--- config.mk ---
export PLATFORM = sky130hd
export DESIGN_NAME = gwd_count
export DESIGN_NICKNAME = d
export VERILOG_FILES = /design/src/rtl/core/gwd_pkg.sv /design/src/rtl/core/gwd_count.sv
export SDC_FILE = /design/constraint.sdc
export NUM_CORES = 1
export LEC_CHECK = 0
export ABC_AREA = 1
export BUFFER_PORTS_ARGS = -buffer_cell sky130_fd_sc_hd__buf_2
export CORE_UTILIZATION = 46
export DETAILED_ROUTE_END_ITERATION = 7
export GPL_TIMING_DRIVEN = 1
export PLACE_DENSITY = 0.75
export SLEW_MARGIN = 10
export SYNTH_ARGS = -nofsm -noshare
export SYNTH_HDL_FRONTEND = slang
export SYNTH_SLANG_ARGS = --single-unit
--- constraint.sdc ---
create_clock -name clk -period 4.1 [get_ports clk]
set_clock_uncertainty 0.05 [all_clocks]
set_input_delay 0 -clock clk [delete_from_list [all_inputs] [get_ports clk]]
set_output_delay 0 -clock clk [all_outputs]
set_load 0.1 [all_outputs]
--- src/rtl/core/gwd_pkg.sv ---
// ----------------------------------------------------------------------------
// gwd_pkg
// Shared sizes, types and the range window rule for the wavefront distance map.
// ----------------------------------------------------------------------------
package gwd_pkg;

  localparam int GRID_ROWS = 32;
  localparam int GRID_COLS = 32;
  localparam int NTILES    = GRID_ROWS * GRID_COLS;
  localparam int IDX_W     = $clog2(NTILES);
  localparam int SWP_W     = $clog2(NTILES + 1);

  localparam int TILE_W    = 10;
  localparam int COST_W    = 11;
  localparam int MIN_W     = 10;
  localparam int COUNT_W   = 11;

  localparam logic signed [COST_W-1:0] COST_NONE = '1;
  localparam logic [COUNT_W-1:0]       COUNT_MAX = '1;

  typedef enum logic [1:0] {
    OP_WRITE = 2'd0,
    OP_RUN   = 2'd1,
    OP_READ  = 2'd2,
    OP_NONE  = 2'd3
  } op_t;

  // request to the range counter
  typedef struct packed {
    logic                     clear;
    logic                     add;
    logic signed [COST_W-1:0] cost;
  } cnt_ctl_t;

  // origin counts only when min is zero; max of minus one admits every reached tile
  function automatic logic in_window(logic signed [COST_W-1:0] d,
                                     logic [MIN_W-1:0] mn,
                                     logic signed [COST_W-1:0] mx);
    logic r;
    if (d == '0) begin
      r = (mn == '0);
    end else if (d < 0) begin
      r = 1'b0;
    end else if (mx == COST_NONE) begin
      r = 1'b1;
    end else begin
      r = (d <= mx) && (d >= $signed({1'b0, mn}));
    end
    return r;
  endfunction

endpackage

--- src/rtl/core/gwd_count.sv ---
// ----------------------------------------------------------------------------
// gwd_count
// Saturating count of tiles whose cost falls inside the range window.
// ----------------------------------------------------------------------------
module gwd_count
  import gwd_pkg::*;
(
  input  logic                     clk,
  input  logic                     rst,
  input  cnt_ctl_t                 ctl,
  input  logic [MIN_W-1:0]         min_range,
  input  logic signed [COST_W-1:0] max_range,
  output logic [COUNT_W-1:0]       count
);

  logic hit;

  assign hit = ctl.add && in_window(ctl.cost, min_range, max_range);

  // restart on clear, otherwise add each newly costed tile in the window
  always_ff @(posedge clk) begin
    if (rst) begin
      count <= '0;
    end else if (ctl.clear) begin
      count <= hit ? COUNT_W'(1) : '0;
    end else if (hit && count != COUNT_MAX) begin
      count <= count + COUNT_W'(1);
    end
  end

endmodule

==> impl_metrics.json, run 1 <==
{
  "status": "complete, no violations",
  "relSlewSlack": 0.676,
  "core_area_um2": 2730,
  "rsz0062_at_grt": "false",
  "synth_top_area_share": 0.208,
  "worstPathMaxFanout": 8,
  "synth.area.top_cells": "ha_1 (21%), dfxtp_1 (17%), inv_1 (13%)",
  "die_y_um": 55.7,
  "ys.flop_type": "dfxtp_1",
  "synth_top_area_cell": "ha_1",
  "syn_avg_cell_area_um2": 6.40,
  "drc_errors": 0,
  "first_iter_violations": 29,
  "cp-start-kind": "flip-flop",
  "layout.nets": 317,
  "reg_top3": "count (11)",
  "grt_max_degree": 10,
  "largest_reg_flops": 11,
  "die_w_um": 55.7,
  "regArea_um2": 220,
  "start_util": 0.485,
  "h-tree-depth": 1,
  "grt_pass1_wl_mm": 5.35,
  "port_buffers": 46,
  "max_freq_mhz": 495,
  "ant_nets": 0,
  "ios": 47,
  "finalSetupViolations": 0,
  "finalSetupTns_ns": 0,
  "synth_edf_count": 0,
  "synth.distinct_cells": 29,
  "diodes": 0,
  "post-route-period-util": 0.493,
  "dpl.hpwl_mm": 2.48,
  "slew_violations": 0,
  "syn_to_final_growth_pct": 23.0,
  "hold_path_class": "input pin to flip-flop",
  "antenna_found_initial": 0,
  "fillers": 280,
  "cts_sinks": 11,
  "yosysWarnings": 0,
  "vias": 1373,
  "overflow": 0,
  "dieArea_um2": 3100,
  "drt-total-wl_mm": 2.94,
  "mappedNetlistNets": 265,
  "yosysSeqAreaShare": 0.166,
  "cts_root_buf": "clkbuf_4",
  "critPathKind": "flip-flop to flip-flop",
  "first_global_vias": 1342,
  "cts_made_buffers": 3,
  "wl_per_cell_um": 10.2,
  "fin_crit_ns": 2.02,
  "p_leak_nw": 0.984,
  "drive_above_1_share": 0.271,
  "ys_async_sr_fraction": 0,
  "cts-resized-gates": 0,
  "gp_congestion": 0.813,
  "cp-end-kind": "flip-flop",
  "fin_util": 0.596,
  "vdd_ir_drop_max_uv": 225,
  "synth-seq-cells": 11,
  "clock_latency_ns": 0.28,
  "layout_common_cells": "inv_1 (46), nand2_1 (46), buf_2 (46)",
  "multi_input_area_um2": 925,
  "powerDensity_nw_per_um2": 216,
  "worst_pin_slew_ns": 0.490,
  "syn_inst": 207,
  "clkTransAtPathRegs_ns": 0.07,
  "vias_per_cell": 4.75,
  "crit_required_ns": 4.22,
  "critPathArrivalTime_ns": 2.14,
  "maxCapViolCount": 0,
  "top_register": "count",
  "hold_viol": 0,
  "first_pass_iters": 4,
  "grt_use_total": 0.209,
  "row_count": 19,
  "synthesis.area_um2": 1330,
  "cts_tree": "built",
  "clockBufferDepth": 2
}
[repair_timing]
item / 4_1_cts / 5_1_grt
endpoints found under the hold margin: 1 / 0
hold buffers: 1 / 0
setup buffers: 0 / 0
[routing by layer]
layer,vias up,global-route usage,wire (um)
li1,764,-,-
met1,582,0.262,1460
met2,23,0.368,1350
met3,4,0.0302,95
met4,0,0.0643,25
met5,-,0,0
[per-stage QoR]
| stage | instances | power [mW] | worst slack [ns] | hold WS, ns | cell area (um^2) |
|---|---|---|---|---|---|
| after CTS | 289 | 0.357 | 2.08 | 0.0461 | 1630 |
| after detailed placement | 284 | 0.278 | 2.14 | 0.137 | 1590 |
| after floorplan | 207 | 0.235 | 1.37 | 0.0124 | 1330 |
| after global placement | 284 | 0.276 | 2.20 | 0.136 | 1590 |
| final | 289 | 0.353 | 2.08 | 0.0510 | 1630 |
| after global routing | 289 | 0.378 | 1.83 | 0.0745 | 1630 |
[critical path, stage by stage (launching register included)]
cell,delay [ns]
dfxtp_1,0.40
ha_1,0.19
nand2_1,0.09
nor3_2,0.15
nand2_1,0.10
nor2_2,0.10
inv_2,0.05
nor2_2,0.08
nand2_1,0.09
nor2_2,0.14
nand2_2,0.08
nand3_4,0.13
nand2_4,0.10
o21ai_1,0.13
inv_1,0.05
[layout make-up]
class / count / share of cell area
clock buffer: 4 / 0.0161
inverter: 48 / 0.111
multi-input combinational: 148 / 0.567
sequential: 11 / 0.135
tap: 31 / 0.0238
timing repair buffer: 47 / 0.147
[power by group]
group,internal (mW),leakage (nW),switching [mW],total [mW]
Combinational,0.0505,0.879,0.107,0.158
Sequential,0.113,0.0904,0.00571,0.119
Clock,0.0378,0.0150,0.0387,0.0764
Total,0.201,0.984,0.151,0.353
[cell usage after synthesis, types with 2 or more instances]
cell type,number
nor2_1,11
a21o_1,2
inv_1,46
or2_2,3
nor4_1,6
nor3_1,3
nor2_2,5
nand4_1,3
nand2_2,4
nand3b_1,2
dfxtp_1,11
a21oi_1,7
nand2_1,46
o21ai_1,9
ha_1,22
nand2_4,2
o21ai_0,3
nand3_1,11
[final timing paths]
kind | startpoint | endpoint | slack, ns | cells after the start
worst max-delay path | count[0] | count[7] | 2.08 | 14
worst min-delay path | ctl[12] | count[1] | 0.05 | 4
worst max register to register | count[0] | count[7] | 2.08 | 14
worst min register to register | count[7] | count[7] | 0.43 | 2
[logic make-up (layout without fill, tap and decap cells)]
kind of cell,Yosys count,count (layout),synth area share
flip-flops,11,11,0.166
buffers and inverters,48,99,0.136
adder cells (fa/ha/maj),22,22,0.208
AO/OA/AOI/OAI,25,25,0.107
AND/OR/NAND/NOR,100,100,0.377
XOR/XNOR,1,1,0.00661
No activity file was read; power rests on OpenSTA's default activity.
==> run 2, diff against run 1 <==
Settings changed: ABC_AREA 1 to 0, PLACE_DENSITY 0.75 to 0.77.
Clock period 4.1 ns to 2.1 ns, I/O delays scaled along.
==> run 2 against run 1 <==
Clock power up 95%. Wire length up 9.4%. Cell count down 15%. Worst setup slack worse by 1.9 ns. Global-route usage up 4.9 points. Die area down 13%.
==> impl_metrics.json, run 2 <==
{
  "status": "complete, no violations",
  "vias_per_cell": 5.46,
  "slew_violations": 0,
  "cts_made_buffers": 3,
  "antenna_found_initial": 0,
  "syn_avg_cell_area_um2": 7.57,
  "gp_congestion": 0.867,
  "hold_path_class": "input pin to flip-flop",
  "start_util": 0.506,
  "drive_above_1_share": 0.359,
  "layout.nets": 276,
  "relSlewSlack": 0.676,
  "synth.distinct_cells": 32,
  "top_register": "count",
  "layout_common_cells": "buf_2 (46), inv_1 (22), ha_1 (22)",
  "synth_edf_count": 0,
  "ys.flop_type": "dfxtp_1",
  "dieArea_um2": 2710,
  "p_leak_nw": 0.836,
  "die_y_um": 52.0,
  "cts_tree": "built",
  "syn_to_final_growth_pct": 39.3,
  "synth-seq-cells": 11,
  "h-tree-depth": 1,
  "critPathArrivalTime_ns": 2.11,
  "synthesis.area_um2": 1150,
  "synth_top_area_share": 0.239,
  "yosys-top-cells-count": "ha_1 (22), inv_1 (22), a21oi_1 (16)",
  "fin_util": 0.705,
  "powerDensity_nw_per_um2": 343,
  "placed_area_um2": 1530,
  "wl_per_cell_um": 13.1,
  "ys_async_sr_fraction": 0,
  "diodes": 0,
  "cp-end-kind": "flip-flop",
  "clkTransAtPathRegs_ns": 0.07,
  "largest_reg_flops": 11,
  "post-route-period-util": 0.932,
  "overflow": 0,
  "cts_sinks": 11,
  "ant_nets": 0,
  "fillers": 191,
  "grt_use_total": 0.258,
  "crit_required_ns": 2.25,
  "mostFrequentLayoutCell": "buf_2",
  "grt_max_degree": 14,
  "yosysWarnings": 0,
  "finalSetupViolations": 0,
  "r2r_slack_ns": 0.15,
  "whs_ns": 0.368,
  "dpl.hpwl_mm": 2.66,
  "final_cell_count_no_fill": 245,
  "fin_crit_ns": 1.96,
  "critPathKind": "input pin to flip-flop",
  "first_iter_violations": 34,
  "yosysSeqAreaShare": 0.191,
  "regArea_um2": 231,
  "worstPathMaxFanout": 13,
  "design_area_um2": 1600,
  "die_w_um": 52.0,
  "clockBufferDepth": 2,
  "syn_inst": 152,
  "clock_latency_ns": 0.27,
  "mappedNetlistNets": 210,
  "multi_input_area_um2": 866,
  "reg_top3": "count (11)",
  "core_area_um2": 2280,
  "rsz0062_at_grt": "false",
  "cts_root_buf": "clkbuf_4",
  "first_global_vias": 1260,
  "maxCapViolCount": 0,
  "ios": 47,
  "cts_post_setup_buffers_inserted": 0,
  "placed_cells": 239,
  "grt_pass1_wl_mm": 5.22,
  "synth.area.top_cells": "ha_1 (24%), dfxtp_1 (19%), inv_1 (7.2%)",
  "row_count": 17,
  "drc_errors": 0,
  "max_freq_mhz": 511,
  "vdd_ir_drop_max_uv": 415,
  "total_power_uw": 550,
  "drt-total-wl_mm": 3.21,
  "synth_top_area_cell": "ha_1",
  "cp-start-kind": "input pin",
  "first_pass_iters": 4,
  "port_buffers": 46,
  "worst_pin_slew_ns": 0.489,
  "hold_viol": 0,
  "vias": 1337
}
==> run 2: cell families after synthesis <==
family / count (synthesis) / share of synthesized area
AND/OR/NAND/NOR: 52 / 0.257
flip-flops: 11 / 0.191
adder cells (fa/ha/maj): 22 / 0.239
multiplexers: 1 / 0.00870
AO/OA/AOI/OAI: 42 / 0.225
buffers and inverters: 24 / 0.0793
==> run 2: metal layers <==
layer	track usage	wire length [um]
met5	0	0
met2	0.436	1530
met4	0.0766	21
met3	0.0556	196
met1	0.325	1460
==> run 2: critical path, cell delays in order <==
cell	delay [ns]
buf_2	0.12
ha_1	0.29
and4_1	0.22
a41oi_1	0.28
mux2i_2	0.34
o221ai_4	0.21
or4_1	0.50
a21oi_1	0.15
==> run 2: timing repair <==
item	4_1_cts	5_1_grt
setup endpoints to repair	0	2
hold buffers	2	0
resized for setup	0	3
hold endpoints to repair	1	0
==> run 2: final timing paths <==
kind,start,end,depth (start not counted)
min reg2reg,count[1],count[1],2
min,rst,count[0],3
max reg2reg,count[0],count[5],6
max,ctl[3],count[5],8
==> run 2: through the flow <==
step,TNS [ns],setup slack (ns)
global placement,-0.197,-0.0984
CTS,0,0.107
detailed placement,-0.547,-0.178
finish,0,0.143
global route,0,0.0148
floorplan,0,0.0101
==> run 2: area by class of cell <==
class,count,area share
Clock buffer,4,0.0164
Inverter,22,0.0515
Multi-Input combinational cell,117,0.540
Sequential cell,11,0.144
Tap cell,28,0.0218
Timing Repair Buffer,63,0.226
==> run 2: where the power goes <==
group	switching, mW	internal, mW	total (mW)
sequential	0.000798	0.209	0.210
combinational	0.0973	0.0938	0.191
clock	0.0754	0.0737	0.149
total	0.173	0.376	0.550
==> run 3, diff against run 2 <==
--- a/constraint.sdc
+++ b/constraint.sdc
@@ -3,3 +3,3 @@
 set_input_delay 0 -clock clk [delete_from_list [all_inputs] [get_ports clk]]
 set_output_delay 0 -clock clk [all_outputs]
-set_load 0.1 [all_outputs]
+set_load 0.01 [all_outputs]
==> run 3 against run 2 <==
Maximum frequency up 0.75%. Die area unchanged. Utilization down 5.2 points. Global-route usage up 0.24 points. Largest cell class unchanged. Total power down 4.3%. Clock-buffer cell count unchanged. Via count down 2.9%.
==> impl_metrics.json, run 3 (synthesized netlist as in run 2, its figures left out) <==
{
  "status": "complete, no violations",
  "maxCapViolCount": 0,
  "slew_violations": 0,
  "h-tree-depth": 1,
  "max_freq_mhz": 515,
  "fin_crit_ns": 1.94,
  "overflow": 0,
  "ios": 47,
  "layout_common_cells": "buf_2 (46), inv_1 (22), ha_1 (22)",
  "clock_latency_ns": 0.28,
  "post-route-period-util": 0.925,
  "drt-total-wl_mm": 3.07,
  "crit_required_ns": 2.26,
  "cp-end-kind": "flip-flop",
  "cpPeakStageDelay_ns": 0.51,
  "diodes": 0,
  "mostFrequentLayoutCell": "buf_2",
  "first_iter_violations": 31,
  "die_y_um": 52.0,
  "start_util": 0.506,
  "syn_to_final_growth_pct": 29.1,
  "critPathArrivalTime_ns": 2.10,
  "vdd_ir_drop_max_uv": 368,
  "cp-start-kind": "input pin",
  "p_leak_nw": 0.769,
  "final_cell_count_no_fill": 232,
  "cts_sinks": 11,
  "core_area_um2": 2280,
  "worst_pin_slew_ns": 0.396,
  "grt_max_degree": 18,
  "finalSetupViolations": 0,
  "worstPathMaxFanout": 2,
  "drc_errors": 0,
  "hold_path_class": "input pin to flip-flop",
  "reg_top3": "count (11)",
  "antenna_found_initial": 0,
  "cts_made_buffers": 3,
  "placed_cells": 226,
  "fillers": 199,
  "path_buf_inv": 2,
  "dpl.hpwl_mm": 2.55,
  "path_cells": "buf_2 -> inv_1 -> ha_1 -> nand2_1 -> o21ai_0 -> a21oi_1 -> o41ai_2 -> o221ai_2 -> or4_1 -> a21oi_1",
  "powerDensity_nw_per_um2": 354,
  "drive_above_1_share": 0.275,
  "first_global_vias": 1257,
  "port_buffers": 46,
  "grt_pass1_wl_mm": 5.31,
  "cts_tree": "built",
  "rsz0062_at_grt": "false",
  "timing.final.ws_setup_ns": 0.157,
  "crit_family": "compound AO/OA/AOI/OAI gates",
  "largest_reg_flops": 11,
  "ant_nets": 0,
  "dp_slack_ns": -0.113,
  "clkTransAtPathRegs_ns": 0.07,
  "vias_per_cell": 5.59,
  "gp_congestion": 0.913,
  "cpMostUsedCell": "a21oi_1",
  "dieArea_um2": 2710,
  "relSlewSlack": 0.733,
  "cts_root_buf": "clkbuf_4",
  "slowest_stage": "or4_1",
  "wl_per_cell_um": 13.2,
  "vias": 1298,
  "top_register": "count",
  "die_w_um": 52.0,
  "critPathKind": "input pin to flip-flop",
  "grt_use_total": 0.261,
  "row_count": 17,
  "cts_post_setup_buffers_inserted": 0,
  "hold_viol": 0,
  "layout.nets": 263,
  "clockBufferDepth": 2,
  "first_pass_iters": 4
}
## run 3: metal layers
layer / share of wire / track usage
met4: 0.0068 / 0.0495
met3: 0.054 / 0.0702
met5: 0 / 0
met2: 0.47 / 0.449
met1: 0.47 / 0.323
## run 3: where the power goes
| group | internal, mW | switching [mW] | total (mW) |
|---|---|---|---|
| Combinational | 0.0793 | 0.0866 | 0.166 |
| Sequential | 0.209 | 0.000726 | 0.210 |
| Clock | 0.0739 | 0.0766 | 0.150 |
## run 3: worst register-to-register path, cell delays in order, from the launching register on
cell      delay, ns
dfxtp_1        0.35
and4_1         0.24
and3_1         0.22
nand4_1        0.15
o221ai_2       0.15
or4_1          0.51
a21oi_1        0.18
## run 3: worst paths after layout
path	cells past startpoint	from	end	slack [ns]
worst max-delay path	10	min_range[2]	count[5]	0.16
worst min-delay path	3	rst	count[0]	0.37
worst max register to register	6	count[5]	count[5]	0.18
worst min register to register	2	count[6]	count[6]	0.47
## run 3: per-stage QoR
step | hold slack [ns] | utilization | total power [mW] | TNS (ns) | area (um^2)
2_1_floorplan | 0.0191 | - | 0.300 | 0 | 1150
3_3_place_gp | 0.112 | 0.631 | 0.366 | -0.177 | 1440
3_5_place_dp | 0.119 | 0.631 | 0.375 | -0.716 | 1440
4_1_cts | 0.361 | 0.651 | 0.525 | 0 | 1480
5_1_grt | 0.375 | 0.653 | 0.561 | 0 | 1490
6_report | 0.366 | 0.653 | 0.526 | 0 | 1490
## run 3: layout make-up
class / count / area [um^2] / area share
Clock buffer: 4 / 26.3 / 0.0177
Multi-Input combinational cell: 117 / 845 / 0.568
Sequential cell: 11 / 220 / 0.148
Inverter: 22 / 82.6 / 0.0556
Tap cell: 28 / 35.0 / 0.0236
Timing Repair Buffer: 50 / 278 / 0.187
## run 3: timing repair
item                       4_1_cts  5_1_grt
hold buffers                     2        0
hold endpoints to repair         1        0
setup endpoints to repair        0        3
gates resized for setup          0        1
